===== config.mk =====
export PLATFORM = sky130hd
export DESIGN_NAME = rarmt_stack
export DESIGN_NICKNAME = d
export VERILOG_FILES = /design/src/rtl/rarmt_stack.sv
export SDC_FILE = /design/constraint.sdc
export NUM_CORES = 1
export LEC_CHECK = 0
export BUFFER_PORTS_ARGS = -buffer_cell sky130_fd_sc_hd__buf_2
export CORE_ASPECT_RATIO = 1.1
export CORE_MARGIN = 2
export CORE_UTILIZATION = 50
export DETAILED_ROUTE_END_ITERATION = 10
export PLACE_DENSITY = 0.67
export SYNTH_ARGS = -nofsm -noshare
export SYNTH_HDL_FRONTEND = slang
export SYNTH_SLANG_ARGS = --single-unit
export TNS_END_PERCENT = 50

===== constraint.sdc =====
create_clock -name clk_i -period 10.9 [get_ports clk_i]
set_clock_uncertainty 0.05 [all_clocks]
set_input_delay 1.09 -clock clk_i [delete_from_list [all_inputs] [get_ports clk_i]]
set_output_delay 1.09 -clock clk_i [all_outputs]
set_load 0.005 [all_outputs]

===== src/rtl/rarmt_stack.sv =====
// walk stack: up to two pushes or one pop per cycle
// depends on nothing
module rarmt_stack #(
  parameter int unsigned EW = 32,
  parameter int unsigned SD = 20
) (
  input  logic          clk_i,
  input  logic          rst_ni,
  input  logic          push_a_i,
  input  logic [EW-1:0] data_a_i,
  input  logic          push_b_i,
  input  logic [EW-1:0] data_b_i,
  input  logic          pop_i,
  output logic [EW-1:0] top_o,
  output logic          empty_o
);

  localparam int unsigned PW = $clog2(SD + 1);
  localparam int unsigned IW = $clog2(SD);

  logic [EW-1:0] stk_q [SD];
  logic [PW-1:0] sp_q, sp_d;
  logic [PW-1:0] idx_b;
  logic [PW-1:0] idx_top;

  assign idx_b   = sp_q + PW'(push_a_i);
  assign idx_top = sp_q - PW'(1);
  assign top_o   = stk_q[idx_top[IW-1:0]];
  assign empty_o = (sp_q == '0);

  always_comb begin
    sp_d = sp_q;
    if (pop_i) begin
      sp_d = idx_top;
    end else begin
      sp_d = sp_q + PW'(push_a_i) + PW'(push_b_i);
    end
  end

  always_ff @(posedge clk_i) begin
    if (push_a_i) begin
      stk_q[sp_q[IW-1:0]] <= data_a_i;
    end
    if (push_b_i) begin
      stk_q[idx_b[IW-1:0]] <= data_b_i;
    end
  end

  always_ff @(posedge clk_i or negedge rst_ni) begin
    if (!rst_ni) begin
      sp_q <= '0;
    end else begin
      sp_q <= sp_d;
    end
  end

endmodule


==> flow_metrics.env <==
export IMPL_rsz0062_at_grt="false"
export IMPL_worst_slew_pin_slew_ps=1180
export IMPL_drt_iter0_drc=1926
export IMPL_multi_input_area_sq_um=13300
export IMPL_area_delta_synth_final_pct=10.0
export IMPL_synthDistinctLibCells=51
export IMPL_min_path_type="input pin to async pin"
export IMPL_synth_edf_count=640
export IMPL_synth_main_ff_cell="edfxtp_1"
export IMPL_worstPathArrival_ps=5450
export IMPL_final_util_pct=55.6
export IMPL_cp_max_fo=45
export IMPL_synthArstFlopShare_pct=0.775
export IMPL_ys_ff_latch=645
export IMPL_r2r_start="sp_q[0]"
export IMPL_drc_errors=0
export IMPL_worstPathRequired_ps=9760
export IMPL_crit_top_cell="buf_4"
export IMPL_path_buf_inv=4
export IMPL_grt_max_degree=65
export IMPL_synthCells=2059
export IMPL_io_pins=102
export IMPL_final_area_sq_um=36900
export IMPL_cts_clk_slew_worst_paths_ps=50
export IMPL_die_w_microns=251
export IMPL_synthesis_nets=2137
export IMPL_power_w=0.0100
export IMPL_endpoint_kind="output port"
export IMPL_r2r_end="stk_q[3][13]"
export IMPL_antenna_found_initial=5
export IMPL_grt_overflow_total=0
export IMPL_fin_nets=2103
export IMPL_internal_power_w=0.00639
export IMPL_setup_violations_final=0
export IMPL_synth_simple_area_share_pct=2.27
export IMPL_fmax_mhz=152
export IMPL_wirelength_microns=95000
export IMPL_yosysSeqAreaShare_pct=57.6
export IMPL_p_per_area_nw_per_um2=272
export IMPL_post_dp_hpwl_microns=50300
export IMPL_core_area_sq_um=66400
export IMPL_min_period_ps=6590
export IMPL_cp_depth=10
export IMPL_synthXorXnorAreaFrac_pct=0.209
export IMPL_port_buffers=101
export IMPL_grt_total_usage_pct=27.4
export IMPL_drt_pre_antenna_iters=5
export IMPL_fp_row_count=99
export IMPL_p_seq_share_pct=33.1
export IMPL_layout_drive_gt1_share_pct=52.0
export IMPL_synth_area_sq_um=33600
export IMPL_die_y_microns=276
export IMPL_cts_htree_levels=3
export IMPL_p_leak_nw=12.1
export IMPL_synth_fa_ha_area_share_pct=0.335
export IMPL_crit_path_top_delay_cell="and2_2"
export IMPL_routedWlPerCell_microns=32.3
export IMPL_pwr_share_clk_pct=24.1
export IMPL_routed_wl_met2_microns=48000
export IMPL_wl_met1_microns=38100
export IMPL_numCtsBuffers=72
export IMPL_pre_cts_slack_ps=4990
export IMPL_fp_dieArea_sq_um=69200
export IMPL_maxCapViolCount=0
export IMPL_swShare_pct=36.4
export IMPL_clock_latency_ps=620
export IMPL_regArea_sq_um=19300
export IMPL_vias=19305
export IMPL_slew_headroom_pct=21.2
export IMPL_muxShareOfSynthArea_pct=33.3
export IMPL_p_comb_share_pct=42.8
export IMPL_path_delay_family="buffers and inverters"
export IMPL_ir_drop_mv=0.171
export IMPL_status="complete, no violations"
export IMPL_synth_top_family_by_area="multiplexers"
export IMPL_holdBufCountCts=0
export IMPL_slew_viol_final=0
export IMPL_post_cts_setup_buffers=0
export IMPL_synth_compound_area_share_pct=2.40
export IMPL_hold_viol_final=0
export IMPL_max_stage_delay_ps=1080
export IMPL_startpoint_type="register"
export IMPL_crit_type="register to output port"
export IMPL_ctsRootBufferMaster="clkbuf_16"
export IMPL_wl_met3_microns=6210
export IMPL_dpl_cell_area_sq_um=34600
export IMPL_crit_end="top_o[9]"
export IMPL_clkSinkCount=645
export IMPL_r2r_slack_ps=6390
export IMPL_initial_core_util_pct=50.6
export IMPL_gp_routability_congestion=0.780
export IMPL_cts_tree="yes"
export IMPL_top_layer="met5"
export IMPL_ys_warn_count=0
export IMPL_drtAntennaViolNets=0
export IMPL_period_share_pct=60.5
export IMPL_grt_pass1_wl_microns=137000
export IMPL_fin_ws_ps=4310
export IMPL_post_cts_resized=0
export IMPL_p_switching_w=0.00366
export IMPL_fill_cells=5193
export IMPL_cp_startpoint="sp_q[0]"
export IMPL_postSynthAreaPerCell_sq_um=16.3
export IMPL_reg2regPathDepth=7
export IMPL_path_cells="inv_1 -> ha_1 -> xor2_4 -> buf_4 -> buf_4 -> and2_2 -> a221oi_1 -> a22oi_1 -> nand2_1 -> buf_2"
export IMPL_clk_path_buf_depth=3
export IMPL_fin_setup_tns_ps=0
export IMPL_grt_pass1_vias=19845
export IMPL_viasPerCell=6.56
[cell usage after synthesis (all sizes together), types with 3 or more instances]
cell type	count	area, sq um
edfxtp	640	19200
o21ai	12	63.8
and2	4	25.0
xor2	5	43.8
clkbuf	154	578
xnor2	3	26.3
nor2	51	262
a221oi	32	280
dfrtp	5	125
a22oi	33	248
mux4	128	2880
nand2	82	308
mux2	673	7610
o22ai	15	93.8
mux2i	68	681
nand2b	6	37.5
buf	107	709
inv	4	15.0
nand3b	3	30.0
ha	9	113
[placed cells by master (no fill, tap or decap), types with 4 or more instances in the layout]
cell type and n:
mux2_4 9, buf_4 52, mux2_1 23, nand2_1 81, a221oi_1 32, nor2_1 36
clkbuf_1 24, edfxtp_1 640, a22oi_1 33, mux2i_1 68, clkinv_2 5, mux4_2 128
nand2b_2 4, dfrtp_1 4, clkbuf_16 73, o21ai_4 6, o21ai_0 5, bufinv_16 7
ha_1 8, inv_6 4, clkinv_1 15, buf_2 101, xor2_1 4, nor2_4 15
inv_1 4, mux2_2 641, o22ai_4 15
[power groups by stage]
stage,clock (W),combinational (W),sequential [W]
2_1_floorplan,0,0.00287,0.00331
3_3_place_gp,0,0.00428,0.00336
3_5_place_dp,0,0.00428,0.00338
4_1_cts,0.00245,0.00430,0.00333
5_1_grt,0.00255,0.00452,0.00336
6_report,0.00242,0.00430,0.00333
[flip-flops by register name, summed over array words and instances, names as in the netlist]
| register | count |
|---|---|
| stk_q | 640 |
| sp_q | 5 |
[through the flow]
step / cells / hold WS, ps
floorplan: 2059 / 588
global placement: 2809 / 738
detailed placement: 2809 / 746
CTS: 2940 / 214
global route: 2941 / 231
finish: 2941 / 234
[cell families (layout without fill, tap and decap cells)]
group,Yosys count,count (layout)
adders and majority gates,9,9
other,0,1
AOI/OAI and AO/OA,103,103
DFF,645,645
buffers and inverters,265,288
xor gates and xnor gates,8,8
muxes,869,869
and+or+nand+nor,160,160
[worst min path at each step]
stage	endpoint	slack [ps]	depth (start not counted)
2_1_floorplan	sp_q[3]	590	2
3_3_place_gp	sp_q[3]	740	1
3_5_place_dp	sp_q[3]	750	1
4_1_cts	sp_q[1]	210	1
5_1_grt	sp_q[1]	230	1
6_report	sp_q[2]	230	1
[cell type report]
cell class	count	share of cell area (%)
Sequential cell	645	52.4
Multi-Input combinational cell	1149	36.0
Clock buffer	97	5.19
Tap cell	858	2.91
Timing Repair Buffer	153	2.43
Clock inverter	34	1.03
Inverter	4	0.0406
Antenna cell	1	0.00677
[worst register-to-register path: cells and delay by family (launching register included)]
family | cells | cell delay (ps)
adder cells (fa/ha/maj) | 2 | 800
AND/OR/NAND/NOR | 2 | 1210
buffers and inverters | 2 | 1040
flip-flops | 1 | 720
AO/OA/AOI/OAI | 1 | 280
[per-layer routing]
layer	GRT usage, %	vias to the layer above
li1	-	8043
met5	0	-
met1	35.9	10249
met2	47.2	837
met3	3.99	170
met4	9.16	6
No activity file was read; power rests on OpenSTA's default activity.
